[config.mk]
export PLATFORM = sky130hd
export DESIGN_NAME = frame_agc_gain_scaler_core
export DESIGN_NICKNAME = d
export VERILOG_FILES = /design/src/rtl/fagc_pkg.sv /design/src/rtl/frame_agc_gain_scaler_core.sv /design/src/rtl/fagc_ram.sv /design/src/rtl/fagc_div.sv /design/src/rtl/fagc_dp.sv /design/src/rtl/fagc_ctrl.sv
export SDC_FILE = /design/constraint.sdc
export NUM_CORES = 2
export LEC_CHECK = 0
export BUFFER_PORTS_ARGS = -buffer_cell sky130_fd_sc_hd__buf_4
export CAP_MARGIN = 20
export CELL_PAD_IN_SITES_DETAIL_PLACEMENT = 2
export CELL_PAD_IN_SITES_GLOBAL_PLACEMENT = 2
export CORE_MARGIN = 4
export CORE_UTILIZATION = 29
export DETAILED_ROUTE_END_ITERATION = 10
export GPL_TIMING_DRIVEN = 0
export PLACE_DENSITY_LB_ADDON = 0.15
export SKIP_CTS_REPAIR_TIMING = 1
export SYNTH_ARGS = -nofsm -noshare
export SYNTH_HDL_FRONTEND = slang
export SYNTH_SLANG_ARGS = --single-unit
[constraint.sdc]
create_clock -name clk -period 16.4 [get_ports clk]
set_input_delay 0 -clock clk [delete_from_list [all_inputs] [get_ports clk]]
set_output_delay 0 -clock clk [all_outputs]
set_load 0.01 [all_outputs]
[src/rtl/fagc_pkg.sv]
// fagc_pkg: shared types, widths and constants of the frame gain scaler.
// No dependencies; every rtl file but fagc_ram refers to it by scoped names.
package fagc_pkg;

	localparam int SAMPLE_W  = 16;
	localparam int GAIN_W    = 16;
	localparam int LEVEL_W   = 15;
	localparam int DIVR_W    = 7;
	localparam int HANG_W    = 8;
	localparam int SUM_W     = 22;
	localparam int NUM_W     = 27;
	localparam int DEN_W     = 16;
	localparam int CNT_W     = 5;
	localparam int GAIN_FRAC = 12;

	localparam logic [CNT_W-1:0]  DIV_LAST  = CNT_W'(NUM_W - 1);
	localparam logic [GAIN_W-1:0] UNITY     = GAIN_W'(1 << GAIN_FRAC);
	localparam logic [NUM_W-1:0]  SAFE_NUM  = NUM_W'(32767 << GAIN_FRAC);

	localparam logic [LEVEL_W-1:0] RST_TARGET  = LEVEL_W'(6000);
	localparam logic [LEVEL_W-1:0] RST_SILENCE = LEVEL_W'(200);
	localparam logic [GAIN_W-1:0]  RST_MIN     = GAIN_W'(1024);
	localparam logic [GAIN_W-1:0]  RST_MAX     = GAIN_W'(32768);
	localparam logic [DIVR_W-1:0]  RST_ATTACK  = DIVR_W'(4);
	localparam logic [DIVR_W-1:0]  RST_RELEASE = DIVR_W'(16);
	localparam logic [HANG_W-1:0]  RST_HANG    = HANG_W'(12);
	localparam logic [DIVR_W-1:0]  RST_WEIGHT  = DIVR_W'(8);
	localparam logic [GAIN_W-1:0]  RST_LEVEL   = GAIN_W'(6000);

	typedef enum logic [2:0] {
		REG_TARGET  = 3'd0,
		REG_SILENCE = 3'd1,
		REG_MIN     = 3'd2,
		REG_MAX     = 3'd3,
		REG_ATTACK  = 3'd4,
		REG_RELEASE = 3'd5,
		REG_HANG    = 3'd6,
		REG_WEIGHT  = 3'd7
	} reg_idx_t;

	typedef enum logic [2:0] {
		OP_LEVEL,
		OP_SMOOTH,
		OP_WANT,
		OP_STEP,
		OP_SAFE
	} op_t;

	typedef enum logic [1:0] {
		ST_IDLE,
		ST_GO,
		ST_WAIT,
		ST_EMIT
	} state_t;

	typedef struct packed {
		logic accept;
		logic div_go;
		logic emit;
		op_t  op;
	} cmd_t;

	typedef struct packed {
		logic frame_done;
		logic div_done;
		logic emit_last;
	} status_t;

	typedef struct packed {
		logic [LEVEL_W-1:0] target_level;
		logic [LEVEL_W-1:0] silence_level;
		logic [GAIN_W-1:0]  min_gain;
		logic [GAIN_W-1:0]  max_gain;
		logic [DIVR_W-1:0]  attack_divisor;
		logic [DIVR_W-1:0]  release_divisor;
		logic [HANG_W-1:0]  hang_frames;
		logic [DIVR_W-1:0]  smoothing_weight;
	} cfg_t;

endpackage

[src/rtl/frame_agc_gain_scaler_core.sv]
// frame_agc_gain_scaler_core: top level of the frame-based gain scaler.
// Depends on fagc_pkg, fagc_ctrl and fagc_dp (which holds fagc_ram and fagc_div).
//
// Usage:
//   Input: drive sample_in and frame_end_in with start high; a word is taken
//   at each rising edge where start is high and busy is low. Within a frame
//   one word per cycle is taken. The word with frame_end_in set, or the
//   MAX_FRAME-th word of a frame, closes the frame and raises busy.
//   Per frame: five divides on one shared radix-2 divider (level, smoothed
//   level, desired gain, gain step, clip-safe gain), then the n words are
//   read back from the frame RAM.
//   Output: result_valid marks each scaled word for one cycle; the first comes
//   after the five divides, through the RAM read register and the output
//   register, then one per cycle, frame_end_out on the last. The receiver
//   cannot stall; every word must be taken. busy drops once the last word
//   has been read from the frame RAM.
//   Configuration: APB writes at byte address 4*index, to be written only while
//   idle; the user must see to it, the block does not. Reset: sets the sequencer,
//   counters, gain state and registers to defaults; the RAM needs no clearing.
module frame_agc_gain_scaler_core #(
	parameter int MAX_FRAME = 64
) (
	input  logic                                 clk,
	input  logic                                 arst_n,
	// command channel
	input  logic                                 start,
	output logic                                 busy,
	input  logic signed [fagc_pkg::SAMPLE_W-1:0] sample_in,
	input  logic                                 frame_end_in,
	// result channel
	output logic                                 result_valid,
	output logic signed [fagc_pkg::SAMPLE_W-1:0] sample_out,
	output logic                                 frame_end_out,
	output logic [fagc_pkg::GAIN_W-1:0]          applied_gain,
	// configuration port
	input  logic                                 psel,
	input  logic                                 penable,
	input  logic                                 pwrite,
	input  logic [4:0]                           paddr,
	input  logic [31:0]                          pwdata,
	output logic [31:0]                          prdata,
	output logic                                 pready
);

	fagc_pkg::cfg_t      cfg_q;
	fagc_pkg::cmd_t      cmd;
	fagc_pkg::status_t   status;
	fagc_pkg::reg_idx_t  reg_idx;
	logic                wr_en;

	assign pready  = 1'b1;
	assign wr_en   = psel && penable && pwrite && pready;
	assign reg_idx = fagc_pkg::reg_idx_t'(paddr[4:2]);

	// register file: hold defaults until written
	always_ff @(posedge clk or negedge arst_n) begin
		if (!arst_n) begin
			cfg_q.target_level     <= fagc_pkg::RST_TARGET;
			cfg_q.silence_level    <= fagc_pkg::RST_SILENCE;
			cfg_q.min_gain         <= fagc_pkg::RST_MIN;
			cfg_q.max_gain         <= fagc_pkg::RST_MAX;
			cfg_q.attack_divisor   <= fagc_pkg::RST_ATTACK;
			cfg_q.release_divisor  <= fagc_pkg::RST_RELEASE;
			cfg_q.hang_frames      <= fagc_pkg::RST_HANG;
			cfg_q.smoothing_weight <= fagc_pkg::RST_WEIGHT;
		end else if (wr_en) begin
			case (reg_idx)
				fagc_pkg::REG_TARGET:  cfg_q.target_level     <= pwdata[14:0];
				fagc_pkg::REG_SILENCE: cfg_q.silence_level    <= pwdata[14:0];
				fagc_pkg::REG_MIN:     cfg_q.min_gain         <= pwdata[15:0];
				fagc_pkg::REG_MAX:     cfg_q.max_gain         <= pwdata[15:0];
				fagc_pkg::REG_ATTACK:  cfg_q.attack_divisor   <= pwdata[6:0];
				fagc_pkg::REG_RELEASE: cfg_q.release_divisor  <= pwdata[6:0];
				fagc_pkg::REG_HANG:    cfg_q.hang_frames      <= pwdata[7:0];
				fagc_pkg::REG_WEIGHT:  cfg_q.smoothing_weight <= pwdata[6:0];
				default: ;
			endcase
		end
	end

	// read-back mux
	always_comb begin
		case (reg_idx)
			fagc_pkg::REG_TARGET:  prdata = 32'(cfg_q.target_level);
			fagc_pkg::REG_SILENCE: prdata = 32'(cfg_q.silence_level);
			fagc_pkg::REG_MIN:     prdata = 32'(cfg_q.min_gain);
			fagc_pkg::REG_MAX:     prdata = 32'(cfg_q.max_gain);
			fagc_pkg::REG_ATTACK:  prdata = 32'(cfg_q.attack_divisor);
			fagc_pkg::REG_RELEASE: prdata = 32'(cfg_q.release_divisor);
			fagc_pkg::REG_HANG:    prdata = 32'(cfg_q.hang_frames);
			fagc_pkg::REG_WEIGHT:  prdata = 32'(cfg_q.smoothing_weight);
			default:               prdata = '0;
		endcase
	end

	fagc_ctrl u_ctrl (
		.clk    (clk),
		.arst_n (arst_n),
		.start  (start),
		.status (status),
		.cmd    (cmd),
		.busy   (busy)
	);

	fagc_dp #(.MAX_FRAME(MAX_FRAME)) u_dp (
		.clk           (clk),
		.arst_n        (arst_n),
		.cmd           (cmd),
		.status        (status),
		.cfg           (cfg_q),
		.sample_in     (sample_in),
		.frame_end_in  (frame_end_in),
		.result_valid  (result_valid),
		.sample_out    (sample_out),
		.frame_end_out (frame_end_out),
		.applied_gain  (applied_gain)
	);

endmodule

[src/rtl/fagc_ram.sv]
// fagc_ram: generic single-write, single-read RAM with registered read data.
// No dependencies.
module fagc_ram #(
	parameter int WIDTH = 16,
	parameter int DEPTH = 64
) (
	input  logic                                  clk,
	input  logic                                  we,
	input  logic [(DEPTH > 1 ? $clog2(DEPTH) : 1)-1:0] waddr,
	input  logic [WIDTH-1:0]                      wdata,
	input  logic                                  re,
	input  logic [(DEPTH > 1 ? $clog2(DEPTH) : 1)-1:0] raddr,
	output logic [WIDTH-1:0]                      rdata
);

	logic [WIDTH-1:0] mem [DEPTH];

	always_ff @(posedge clk) begin
		if (we) begin
			mem[waddr] <= wdata;
		end
		if (re) begin
			rdata <= mem[raddr];
		end
	end

endmodule

[src/rtl/fagc_div.sv]
// fagc_div: restoring divider, one quotient bit per cycle.
// Depends on fagc_pkg.
module fagc_div (
	input  logic                          clk,
	input  logic                          arst_n,
	input  logic                          start,
	input  logic [fagc_pkg::NUM_W-1:0]    num,
	input  logic [fagc_pkg::DEN_W-1:0]    den,
	output logic                          busy,
	output logic                          done,
	output logic [fagc_pkg::NUM_W-1:0]    quo
);

	logic [fagc_pkg::NUM_W-1:0] quo_q;
	logic [fagc_pkg::DEN_W-1:0] rem_q;
	logic [fagc_pkg::DEN_W-1:0] den_q;
	logic [fagc_pkg::CNT_W-1:0] cnt_q;
	logic                       busy_q;
	logic                       done_q;
	logic [fagc_pkg::DEN_W:0]   rem_sh;
	logic                       ge;

	assign rem_sh = {rem_q, quo_q[fagc_pkg::NUM_W-1]};
	assign ge     = rem_sh >= {1'b0, den_q};

	always_ff @(posedge clk or negedge arst_n) begin
		if (!arst_n) begin
			busy_q <= 1'b0;
			done_q <= 1'b0;
			cnt_q  <= '0;
		end else begin
			done_q <= 1'b0;
			if (start) begin
				busy_q <= 1'b1;
				cnt_q  <= '0;
			end else if (busy_q) begin
				cnt_q <= cnt_q + 1'b1;
				if (cnt_q == fagc_pkg::DIV_LAST) begin
					busy_q <= 1'b0;
					done_q <= 1'b1;
				end
			end
		end
	end

	always_ff @(posedge clk) begin
		if (start) begin
			quo_q <= num;
			rem_q <= '0;
			den_q <= den;
		end else if (busy_q) begin
			rem_q <= ge ? fagc_pkg::DEN_W'(rem_sh - {1'b0, den_q})
			            : rem_sh[fagc_pkg::DEN_W-1:0];
			quo_q <= {quo_q[fagc_pkg::NUM_W-2:0], ge};
		end
	end

	assign busy = busy_q;
	assign done = done_q;
	assign quo  = quo_q;

endmodule

[src/rtl/fagc_dp.sv]
// fagc_dp: frame buffer, level/gain registers, shared divider and scaling output stage.
// Depends on fagc_pkg, fagc_ram and fagc_div.
module fagc_dp #(
	parameter int MAX_FRAME = 64
) (
	input  logic                                 clk,
	input  logic                                 arst_n,
	input  fagc_pkg::cmd_t                       cmd,
	output fagc_pkg::status_t                    status,
	input  fagc_pkg::cfg_t                       cfg,
	input  logic signed [fagc_pkg::SAMPLE_W-1:0] sample_in,
	input  logic                                 frame_end_in,
	output logic                                 result_valid,
	output logic signed [fagc_pkg::SAMPLE_W-1:0] sample_out,
	output logic                                 frame_end_out,
	output logic [fagc_pkg::GAIN_W-1:0]          applied_gain
);

	localparam int FW = $clog2(MAX_FRAME + 1);
	localparam int AW = (MAX_FRAME > 1) ? $clog2(MAX_FRAME) : 1;
	localparam int GW = fagc_pkg::GAIN_W;
	localparam int NW = fagc_pkg::NUM_W;
	localparam int PW = fagc_pkg::SAMPLE_W + GW + 1;

	logic [FW-1:0]                fill_q;
	logic [FW-1:0]                idx_q;
	logic [fagc_pkg::SUM_W-1:0]   sum_q;
	logic [GW-1:0]                peak_q;
	logic [GW-1:0]                level_q;
	logic [GW-1:0]                smooth_q;
	logic [fagc_pkg::HANG_W-1:0]  run_q;
	logic [GW-1:0]                want_q;
	logic [GW-1:0]                cur_q;
	logic [GW-1:0]                applied_q;

	logic [GW-1:0]                abs_in;
	logic [NW-1:0]                div_num;
	logic [fagc_pkg::DEN_W-1:0]   div_den;
	logic [NW-1:0]                quo;
	logic                         div_done;
	logic                         div_busy;
	logic [fagc_pkg::SAMPLE_W-1:0] rd_data;

	logic [GW-1:0]                bounded;
	logic [fagc_pkg::DIVR_W-1:0]  weight;
	logic [fagc_pkg::DIVR_W-1:0]  rate_div;
	logic [fagc_pkg::LEVEL_W:0]   eff;
	logic                         rising;
	logic [GW-1:0]                delta;
	logic                         hold_unity;
	logic [NW-1:0]                want_raw, want_lo;
	logic [NW-1:0]                step_a, step_b;
	logic [GW-1:0]                gain_new, gain_lo;
	logic [NW-1:0]                safe_hi, safe_lo;
	logic [GW-1:0]                app_a;

	logic                         valid_s1, last_s1;
	logic signed [PW-1:0]         prod;
	logic signed [PW-1:0]         scaled;

	assign abs_in  = sample_in[fagc_pkg::SAMPLE_W-1] ? GW'(-{sample_in[15], sample_in})
	                                                 : GW'(sample_in);
	assign bounded = (level_q == '0) ? GW'(1) : level_q;
	assign weight  = (cfg.smoothing_weight == '0) ? fagc_pkg::DIVR_W'(1) : cfg.smoothing_weight;
	assign eff     = ({1'b0, smooth_q[GW-2:0]} > GW'(cfg.silence_level) || smooth_q[GW-1])
	                 ? smooth_q : GW'(cfg.silence_level);
	assign rising  = want_q > cur_q;
	assign delta   = rising ? GW'(want_q - cur_q) : GW'(cur_q - want_q);
	assign rate_div = rising
		? ((cfg.attack_divisor == '0) ? fagc_pkg::DIVR_W'(1) : cfg.attack_divisor)
		: ((cfg.release_divisor == '0) ? fagc_pkg::DIVR_W'(1) : cfg.release_divisor);

	// operand select for the shared divider
	always_comb begin
		div_num = '0;
		div_den = '0;
		case (cmd.op)
			fagc_pkg::OP_LEVEL: begin
				div_num = NW'(sum_q);
				div_den = fagc_pkg::DEN_W'(fill_q);
			end
			fagc_pkg::OP_SMOOTH: begin
				div_num = NW'(smooth_q) * NW'(weight - 1'b1) + NW'(bounded) + NW'(weight >> 1);
				div_den = fagc_pkg::DEN_W'(weight);
			end
			fagc_pkg::OP_WANT: begin
				div_num = NW'({cfg.target_level, {fagc_pkg::GAIN_FRAC{1'b0}}});
				div_den = (eff == '0) ? fagc_pkg::DEN_W'(1) : fagc_pkg::DEN_W'(eff);
			end
			fagc_pkg::OP_STEP: begin
				div_num = NW'(delta) + NW'(rate_div) - NW'(1);
				div_den = fagc_pkg::DEN_W'(rate_div);
			end
			fagc_pkg::OP_SAFE: begin
				div_num = fagc_pkg::SAFE_NUM;
				div_den = peak_q;
			end
			default: begin
				div_num = '0;
				div_den = '0;
			end
		endcase
	end

	// result shaping after each divide
	always_comb begin
		hold_unity = (level_q <= GW'(cfg.silence_level)) && (run_q >= cfg.hang_frames);
		want_raw   = hold_unity ? NW'(fagc_pkg::UNITY) : quo;
		want_lo    = (want_raw < NW'(cfg.min_gain)) ? NW'(cfg.min_gain) : want_raw;
		step_a     = (quo == '0) ? NW'(1) : quo;
		step_b     = (step_a > NW'(delta)) ? NW'(delta) : step_a;
		gain_new   = rising ? GW'(cur_q + step_b[GW-1:0]) : GW'(cur_q - step_b[GW-1:0]);
		gain_lo    = (gain_new < cfg.min_gain) ? cfg.min_gain : gain_new;
		safe_hi    = (quo > NW'(cfg.max_gain)) ? NW'(cfg.max_gain) : quo;
		safe_lo    = (safe_hi < NW'(cfg.min_gain)) ? NW'(cfg.min_gain) : safe_hi;
		app_a      = ((peak_q != '0) && (NW'(cur_q) > safe_lo)) ? safe_lo[GW-1:0] : cur_q;
	end

	assign status.frame_done = frame_end_in || (fill_q + 1'b1 == FW'(MAX_FRAME));
	assign status.div_done   = div_done;
	assign status.emit_last  = (idx_q == fill_q - 1'b1);

	always_ff @(posedge clk or negedge arst_n) begin
		if (!arst_n) begin
			fill_q    <= '0;
			idx_q     <= '0;
			sum_q     <= '0;
			peak_q    <= '0;
			level_q   <= '0;
			smooth_q  <= fagc_pkg::RST_LEVEL;
			run_q     <= '0;
			want_q    <= fagc_pkg::UNITY;
			cur_q     <= fagc_pkg::UNITY;
			applied_q <= fagc_pkg::UNITY;
		end else begin
			if (cmd.accept) begin
				fill_q <= fill_q + 1'b1;
				sum_q  <= sum_q + fagc_pkg::SUM_W'(abs_in);
				if (abs_in > peak_q) begin
					peak_q <= abs_in;
				end
			end
			if (div_done) begin
				case (cmd.op)
					fagc_pkg::OP_LEVEL: level_q <= quo[GW-1:0];
					fagc_pkg::OP_SMOOTH: begin
						smooth_q <= (smooth_q == '0) ? bounded : quo[GW-1:0];
						if (level_q <= GW'(cfg.silence_level)) begin
							if (run_q < cfg.hang_frames) begin
								run_q <= run_q + 1'b1;
							end
						end else begin
							run_q <= '0;
						end
					end
					fagc_pkg::OP_WANT:
						want_q <= (want_lo > NW'(cfg.max_gain)) ? cfg.max_gain : want_lo[GW-1:0];
					fagc_pkg::OP_STEP:
						cur_q <= (gain_lo > cfg.max_gain) ? cfg.max_gain : gain_lo;
					fagc_pkg::OP_SAFE:
						applied_q <= (app_a > cfg.max_gain) ? cfg.max_gain : app_a;
					default: ;
				endcase
			end
			// advance the readout; drop the frame after its last word
			if (cmd.emit) begin
				if (status.emit_last) begin
					idx_q  <= '0;
					fill_q <= '0;
					sum_q  <= '0;
					peak_q <= '0;
				end else begin
					idx_q <= idx_q + 1'b1;
				end
			end
		end
	end

	fagc_ram #(.WIDTH(fagc_pkg::SAMPLE_W), .DEPTH(MAX_FRAME)) u_ram (
		.clk   (clk),
		.we    (cmd.accept),
		.waddr (fill_q[AW-1:0]),
		.wdata (sample_in),
		.re    (cmd.emit),
		.raddr (idx_q[AW-1:0]),
		.rdata (rd_data)
	);

	fagc_div u_div (
		.clk    (clk),
		.arst_n (arst_n),
		.start  (cmd.div_go),
		.num    (div_num),
		.den    (div_den),
		.busy   (div_busy),
		.done   (div_done),
		.quo    (quo)
	);

	// scale, round half up, saturate
	assign prod   = $signed(rd_data) * $signed({1'b0, applied_q});
	assign scaled = (prod + (PW'(1) <<< (fagc_pkg::GAIN_FRAC - 1))) >>> fagc_pkg::GAIN_FRAC;

	always_ff @(posedge clk or negedge arst_n) begin
		if (!arst_n) begin
			valid_s1     <= 1'b0;
			result_valid <= 1'b0;
		end else begin
			valid_s1     <= cmd.emit;
			result_valid <= valid_s1;
		end
	end

	always_ff @(posedge clk) begin
		last_s1       <= status.emit_last;
		frame_end_out <= last_s1;
		applied_gain  <= applied_q;
		if (scaled > PW'(32767)) begin
			sample_out <= 16'sh7FFF;
		end else if (scaled < -PW'(32768)) begin
			sample_out <= 16'sh8000;
		end else begin
			sample_out <= scaled[fagc_pkg::SAMPLE_W-1:0];
		end
	end

`ifndef SYNTHESIS
	a_last_ends: assert property (@(posedge clk) disable iff (!arst_n)
		result_valid && frame_end_out |=> !result_valid)
		else $error("word after frame end");
	a_emit_div_idle: assert property (@(posedge clk) disable iff (!arst_n)
		cmd.emit |-> !div_busy)
		else $error("readout during divide");
	a_fill_bound: assert property (@(posedge clk) disable iff (!arst_n)
		fill_q <= FW'(MAX_FRAME))
		else $error("frame overfill");
`endif

endmodule

[src/rtl/fagc_ctrl.sv]
// fagc_ctrl: sequencer for capture, the five per-frame divides and the readout.
// Depends on fagc_pkg.
module fagc_ctrl (
	input  logic                clk,
	input  logic                arst_n,
	input  logic                start,
	input  fagc_pkg::status_t   status,
	output fagc_pkg::cmd_t      cmd,
	output logic                busy
);

	fagc_pkg::state_t state_q, state_d;
	fagc_pkg::op_t    op_q, op_d;

	always_ff @(posedge clk or negedge arst_n) begin
		if (!arst_n) begin
			state_q <= fagc_pkg::ST_IDLE;
			op_q    <= fagc_pkg::OP_LEVEL;
		end else begin
			state_q <= state_d;
			op_q    <= op_d;
		end
	end

	always_comb begin
		state_d    = state_q;
		op_d       = op_q;
		cmd.accept = 1'b0;
		cmd.div_go = 1'b0;
		cmd.emit   = 1'b0;
		cmd.op     = op_q;
		case (state_q)
			fagc_pkg::ST_IDLE: begin
				cmd.accept = start;
				if (start && status.frame_done) begin
					op_d    = fagc_pkg::OP_LEVEL;
					state_d = fagc_pkg::ST_GO;
				end
			end
			fagc_pkg::ST_GO: begin
				cmd.div_go = 1'b1;
				state_d    = fagc_pkg::ST_WAIT;
			end
			fagc_pkg::ST_WAIT: begin
				if (status.div_done) begin
					state_d = fagc_pkg::ST_GO;
					case (op_q)
						fagc_pkg::OP_LEVEL:  op_d = fagc_pkg::OP_SMOOTH;
						fagc_pkg::OP_SMOOTH: op_d = fagc_pkg::OP_WANT;
						fagc_pkg::OP_WANT:   op_d = fagc_pkg::OP_STEP;
						fagc_pkg::OP_STEP:   op_d = fagc_pkg::OP_SAFE;
						default:             state_d = fagc_pkg::ST_EMIT;
					endcase
				end
			end
			fagc_pkg::ST_EMIT: begin
				cmd.emit = 1'b1;
				if (status.emit_last) begin
					state_d = fagc_pkg::ST_IDLE;
				end
			end
			default: state_d = fagc_pkg::ST_IDLE;
		endcase
	end

	assign busy = (state_q != fagc_pkg::ST_IDLE);

endmodule
## After elaboration in Yosys (flattened, before gate mapping)

Memory sizes are Yosys's and may differ from the RTL's. A register that Yosys moved wholly into a read port is not among the register bits.
Index checks and enable logic that the tools add are counted.

- Add/subtract/negate cells: 18
- $mul: 2
- $lt $le $gt $ge: 18
- Equal/unequal tests: 22
- Mux-type cells: 64
- Reduce and logical (&&, ||, !) cells: 38

Operators by type and width:

| cell | count |
|---|---|
| two-way mux 16 bit | 19 |
| one-hot mux 32 bit (8 select lines) | 1 |
| two-way mux 27 bit | 7 |
| one-hot mux 27 bit (5 select lines) | 1 |
| greater-than comparator 27 x 16 -> 1 bit | 3 |
| one-hot mux 16 bit (5 select lines) | 1 |
| two-way mux 22 bit | 3 |
| greater-than comparator 16 bit | 4 |
| subtractor 16 bit | 4 |
| two-way mux 7 bit | 8 |
| less-than comparator 27 x 16 -> 1 bit | 2 |
| logical NOT 16 bit | 3 |
| adder 33 x 13 -> 33 bit (second input constant) | 1 |
| multiplier 16 x 17 -> 33 bit | 1 |
| adder 27 x 16 -> 27 bit | 1 |
| adder 27 x 6 -> 27 bit | 1 |
| greater-than comparator 16 x 27 -> 1 bit | 1 |
| logical NOT 27 bit | 1 |
| multiplier 16 x 27 -> 27 bit | 1 |
| subtractor 27 x 1 -> 27 bit (second input constant) | 1 |
| AND reduction 2 bit | 13 |
| adder 22 x 16 -> 22 bit | 1 |
| greater-than comparator 21 x 16 -> 1 bit (second input constant) | 1 |
| logical NOT 7 bit | 3 |
| 43 further kinds | 80 |

- Bits in registers: 338
- Memory bits (writable): 1024
- Input bits: 60
- Logic and storage cells: 195
- Memories kept: 1

Memories:

| name | depth | bits a word | read ports | clocked after Yosys merged registers in | wr ports | RTL line | RTL |
|---|---|---|---|---|---|---|---|
| u_dp.u_ram.mem | 64 | 16 | 1 | 1 | 1 | fagc_ram.sv:16 | `logic [WIDTH-1:0] mem [DEPTH];` |

## Longest topological paths before layout

- Depth in word-level cells: 10
- Depth in mapped cells: 62

## By module

A second synthesis with hierarchy kept.

- Cell total of the unflattened synthesis: 6303
- Area, all modules: 80517.2 sq um

Modules (own cells, without submodules):

| module | times used | cells each | area an instance (sq um) | seq. area each (sq um) |
|---|---|---|---|---|
| fagc_ram | 1 | 1829 | 40202.3 | 31230.0 |
| fagc_dp | 1 | 3819 | 31965.7 | 4246.6 |
| frame_agc_gain_scaler_core | 1 | 304 | 4376.7 | 2298.5 |
| fagc_div | 1 | 322 | 3676.0 | 1786.7 |
| fagc_ctrl | 1 | 29 | 296.5 | 125.1 |

## Least setup slack after synthesis

Ideal clock, no wire load.

- Path type: reg-to-reg
- Start: register u_dp.cur_q[12]
- End: register u_dp.cur_q[10]
- Arrival time: 11320 ps
- Data required time: 16265 ps
- Setup slack: 4944 ps
- Stages on the path, launching flop included: 60
- Buffers on the path: 9
- Clock period less this slack: 11456 ps
- Cells stage by stage: dfstp_2 > inv_1 > ha_1 > buf_4 > nand4_4 > nor3_4 > nand2_1 > clkbuf_1 > nand2_1 > buf_4 > mux2_2 > o21a_1 > o21a_1 > nor2_1 > inv_1 > ha_1 > nor2_1 > a31o_2 > (+24 left out) > buf_2 > mux2i_1 > ha_1 > nor2b_1 > o21ai_0 > nand2b_1 > a21oi_1 > nor2b_1 > o21ai_0 > nand2b_1 > a21oi_1 > nor2b_1 > o21ai_0 > a22o_1 > clkbuf_1 > clkbuf_1 > mux2i_1 > o21ai_0

- Longest elaborated chain between the ends: 10

RTL lines:

| element | RTL line | RTL |
|---|---|---|
| start: declaration | fagc_dp.sv:33 | `logic [GW-1:0] cur_q;` |
| start signal: assignment | fagc_dp.sv:133 | `cur_q <= fagc_pkg::UNITY;` |
| start signal: assignment | fagc_dp.sv:159 | `cur_q <= (gain_lo > cfg.max_gain) ? cfg.max_gain : gain_lo;` |
| subtractor 16 bit / greater-than comparator 16 bit (equally long branches) | fagc_dp.sv:68, fagc_dp.sv:67 |  |
| two-way mux 16 bit | fagc_dp.sv:68 | `assign delta = rising ? GW'(want_q - cur_q) : GW'(cur_q - want_q);` |
| greater-than comparator 27 x 16 -> 1 bit | fagc_dp.sv:111 | `step_b = (step_a > NW'(delta)) ? NW'(delta) : step_a;` |
| two-way mux 16 bit | fagc_dp.sv:111 |  |
| subtractor 16 bit / adder 16 bit (equally long branches) | fagc_dp.sv:112 | `gain_new = rising ? GW'(cur_q + step_b[GW-1:0]) : GW'(cur_q - step_b[GW-1:0]);` |
| two-way mux 16 bit (*) | fagc_dp.sv:112 |  |
| less-than comparator 16 bit | fagc_dp.sv:113 | `gain_lo = (gain_new < cfg.min_gain) ? cfg.min_gain : gain_new;` |
| two-way mux 16 bit (*) | fagc_dp.sv:113 |  |
| greater-than comparator 16 bit | fagc_dp.sv:159 |  |
| two-way mux 16 bit (*) | fagc_dp.sv:159 |  |

Mark *: on every way between the ends. The rest lies on a longest branch, timed or not.
A chain may end at the register's enable or synchronous reset.

## Worst setup path in the final report

- Start: register u_dp.cur_q[0]
- End: register u_dp.cur_q[1]

Same word-level chain as after synthesis.

==> flow_summary_export.csv <==
group,metric,value,unit
sta,final_hold_viol_count,0,
global_route,grt_overflow_total,0,
floorplanning,die_width,537.7,um
worst_setup_path,rrSetupSlack,1.15,ns
worst_setup_path,required,17.04,ns
final_layout,fillcell_total,28990,
worst_setup_path,capture_instance_of_the_worst_register_to_register_path,"u_dp.cur_q[1]",
sta,slew_at_the_pin_closest_to_its_max_slew_limit,1.141,ns
clocking,tritoncts.num_buffers,167,
clocking,clock-root-buffer,"sky130_fd_sc_hd__clkbuf_16",
global_route,groute.usage.overall,20.94,%
routing,drc,0,
hold_path,timing.hold.worst_path_depth,4,
logic_synthesis,post_syn_instances,6231,
sta,max_slew_violation_count,0,
logic_synthesis,synthDominantAreaCellType,"sky130_fd_sc_hd__edfxtp_1",
logic_synthesis,most_used_flip_flop_cell_after_synthesis,"sky130_fd_sc_hd__edfxtp_1",
sta,timing.clock.skew,0.08728,ns
global_route,antenna_found_initial,35,
final_layout,area_growth_syn_to_layout,15.86,%
routing,first_pass_iters,5,
worst_setup_path,critPathMaxStageDelay,0.55,ns
routing,detail_route.wirelength,304500,um
final_layout,nets_final,7612,
worst_setup_path,worst_path_most_repeated_cell,"sky130_fd_sc_hd__ha_1",
sta,final_period_minus_worst_setup_slack,15.25,ns
clocking,max-clock-path-buffers,4,
logic_synthesis,share_of_synthesized_area_occupied_by_flip_flops_and_latches,48.77,%
clocking,insertion_delay,0.83,ns
clocking,clkSinkCount,1378,
worst_setup_path,crit_path_end_kind,"flip-flop",
worst_setup_path,largest_delay_share_family_worst_path,"compound AO/OA/AOI/OAI gates",
worst_setup_path,largest_fanout_on_the_critical_path,10,
placement,io_buffer_count,90,
routing,route.detailed.wl_per_inst,28.88,um
clocking,htree_num_levels,4,
logic_synthesis,post-synth-top-area-fraction,39.97,%
logic_synthesis,share_of_synthesized_flip_flops_with_an_asynchronous_set_or_reset,17.78,%
floorplanning,height_of_the_die,537.7,um
global_route,vias_in_the_first_global_route,58510,
logic_synthesis,synthesis.yosys.warnings,0,
sta,fin_tns_setup,0,ns
worst_setup_path,worst_r2r_path_depth,57,
routing,ant_nets,0,
logic_synthesis,ys_seq_elements,1378,
outcome,status,"finished clean",
hold_path,holdCritPathClass,"primary input to flip-flop",
floorplanning,rows,194,
sta,max-slew-margin-rel,23.74,%
logic_synthesis,syn_avg_cell_area,13.06,um^2
worst_setup_path,cp_slowest_cell,"sky130_fd_sc_hd__clkbuf_1",
hold_path,worstHoldStart,"pwdata[11]",
logic_synthesis,synthDistinctLibCells,107,
sta,rsz_0062_raised_after_global_routing,"false",
sta,final.period_utilization,92.97,%
routing,drt_iter0_drc,4028,
placement,detailed_place_hpwl,232000,um
global_route,grt_max_degree,102,
logic_synthesis,ys_top_cells_by_area,"sky130_fd_sc_hd__edfxtp_1 40%, sky130_fd_sc_hd__mux4_2 9.7%, sky130_fd_sc_hd__fa_1 9.4%",
job,maxCapViolCount,0,
floorplanning,core_area,279400,um^2
logic_synthesis,synthesized_area,81370,um^2
worst_setup_path,worst_ep_arrival_time,15.89,ns
clocking,cts.reportedPaths.clkPinSlew,0.06,ns
logic_synthesis,edff_count_synth,1083,
placement,routabilityCongestion,0.8631,
worst_setup_path,startpoint_type,"flip-flop",
routing,number_of_vias_per_cell,5.102,
sta,setup_viol,0,
worst_setup_path,critical_path_type,"flip-flop to flip-flop",
sta,max_freq,65.59,MHz
floorplanning,floorplan.initialDensity,29.12,%
final_layout,share_of_cells_above_drive_strength_1,15.67,%
worst_setup_path,crit_buf_inv,9,
floorplanning,dieArea,289100,um^2
global_route,grt_first_pass_wirelength,440900,um
hold_path,timing.hold.worst_endpoint,"cfg_q[40]",
floorplanning,floorplan.io_pins,128,
routing,detailroute.via_count,53790,
worst_setup_path,r2r_start,"u_dp.cur_q[0]",
clocking,cts_tree,"built",
-- state kept, by name, indices dropped and copies added (netlist names), 22 cells and up --
name and count:
u_dp.u_div.quo 27, cfg_q 91, u_dp.u_ram.mem 1024, u_dp.sum_q 22
-- through the flow --
| step | util, % | worst slack [ns] | instance area (um^2) | std cells | hold slack, ns |
|---|---|---|---|---|---|
| floorplan | - | 4.944 | 81580 | 6287 | -0.2956 |
| finish | 33.74 | 1.153 | 94270 | 10540 | 0.07894 |
| global route | 33.74 | 0.06026 | 94260 | 10540 | 0.06563 |
| global placement | 31.11 | 0.9064 | 86910 | 10100 | 0.2965 |
| CTS | 33.50 | 0.6671 | 93580 | 10480 | -0.8055 |
| detailed placement | 31.64 | 0.7734 | 88380 | 10180 | 0.02587 |
-- cells in the mapped netlist (all sizes together) (107+ instances only) --
library cell,number
mux2i,119
mux4,352
mux2,129
and2,139
dfrtp,218
xnor2,107
clkbuf,236
ha,480
nor2,261
inv,625
fa,384
o21ai,284
edfxtp,1083
nand2,583
a21oi,187
-- layer usage --
metal	track usage, %	vias up	share of wire (%)
met2	34.56	1082	47
met1	29.46	28980	46
met5	0	-	0
li1	-	23390	-
met3	2.165	331	3.6
met4	5.383	0	3.0
-- layout make-up --
cell class / instances / area, um^2 / area share (%)
Sequential cell: 1378 / 39690 / 42.10
Multi-Input combinational cell: 3960 / 38380 / 40.71
Tap cell: 3724 / 4659 / 4.943
Clock buffer: 217 / 4538 / 4.814
Timing Repair Buffer: 232 / 2633 / 2.792
Inverter: 626 / 2350 / 2.493
Buffer: 323 / 1348 / 1.429
Clock inverter: 74 / 660.6 / 0.7008
Antenna cell: 8 / 20.02 / 0.02124
-- how the worst max path moves through the flow --
stage	start	slack, ns	endpoint	cells past startpoint
4_1_cts	u_dp.cur_q[12]	0.67	u_dp.cur_q[1]	58
3_3_place_gp	u_dp.cur_q[7]	0.91	u_dp.cur_q[11]	59
5_1_grt	u_dp.cur_q[6]	0.06	u_dp.cur_q[11]	61
6_report	u_dp.cur_q[0]	1.15	u_dp.cur_q[1]	57
2_1_floorplan	u_dp.cur_q[12]	4.94	u_dp.cur_q[10]	59
3_5_place_dp	u_dp.cur_q[12]	0.77	u_dp.cur_q[2]	58
-- placed cells by master (no fill, tap or decap), types with 27 or more instances in the layout --
cell / n
sky130_fd_sc_hd__a21o_1: 78
sky130_fd_sc_hd__a21oi_1: 186
sky130_fd_sc_hd__and2_1: 139
sky130_fd_sc_hd__buf_1: 48
sky130_fd_sc_hd__buf_4: 121
sky130_fd_sc_hd__buf_8: 66
sky130_fd_sc_hd__clkbuf_1: 269
sky130_fd_sc_hd__clkbuf_16: 168
sky130_fd_sc_hd__clkinv_1: 28
sky130_fd_sc_hd__conb_1: 58
sky130_fd_sc_hd__dfrtp_1: 218
sky130_fd_sc_hd__dfstp_2: 27
sky130_fd_sc_hd__dfxtp_1: 50
sky130_fd_sc_hd__dlygate4sd3_1: 47
sky130_fd_sc_hd__edfxtp_1: 1083
sky130_fd_sc_hd__fa_1: 384
sky130_fd_sc_hd__ha_1: 480
sky130_fd_sc_hd__inv_1: 624
sky130_fd_sc_hd__mux2_2: 121
sky130_fd_sc_hd__mux2i_1: 119
sky130_fd_sc_hd__mux4_2: 352
sky130_fd_sc_hd__nand2_1: 581
sky130_fd_sc_hd__nand2b_1: 63
sky130_fd_sc_hd__nand3_1: 58
sky130_fd_sc_hd__nand4_1: 54
sky130_fd_sc_hd__nor2_1: 196
sky130_fd_sc_hd__nor2_2: 64
sky130_fd_sc_hd__nor2b_1: 78
sky130_fd_sc_hd__nor3_1: 55
sky130_fd_sc_hd__nor4_1: 28
sky130_fd_sc_hd__o21a_1: 52
sky130_fd_sc_hd__o21ai_0: 274
sky130_fd_sc_hd__o31ai_1: 30
sky130_fd_sc_hd__xnor2_1: 107
sky130_fd_sc_hd__xor2_1: 41
-- worst reg2reg max path, delay by kind of cell (launching register included) --
| family | cells | cell delay (ns) |
|---|---|---|
| xor gates and xnor gates | 5 | 1.31 |
| buffers and inverters | 9 | 3.48 |
| and+or+nand+nor | 10 | 1.54 |
| adders and majority gates | 7 | 2.30 |
| AOI/OAI and AO/OA | 23 | 5.11 |
| muxes | 3 | 0.87 |
| DFF | 1 | 0.48 |
-- logic make-up after synthesis --
| family | after synthesis | synth area share, % |
|---|---|---|
| simple gates | 1407 | 8.227 |
| compound gates | 882 | 6.995 |
| buf+inv | 949 | 4.542 |
| fa+ha+maj | 864 | 16.83 |
| mux | 600 | 13.01 |
| xor+xnor | 149 | 1.613 |
| flops | 1378 | 48.77 |
| other cells | 2 | 0.009230 |
Power is left out: the tool's default activity adds up to more than one toggle a clock period on the data nets, which glitch-free logic cannot reach.
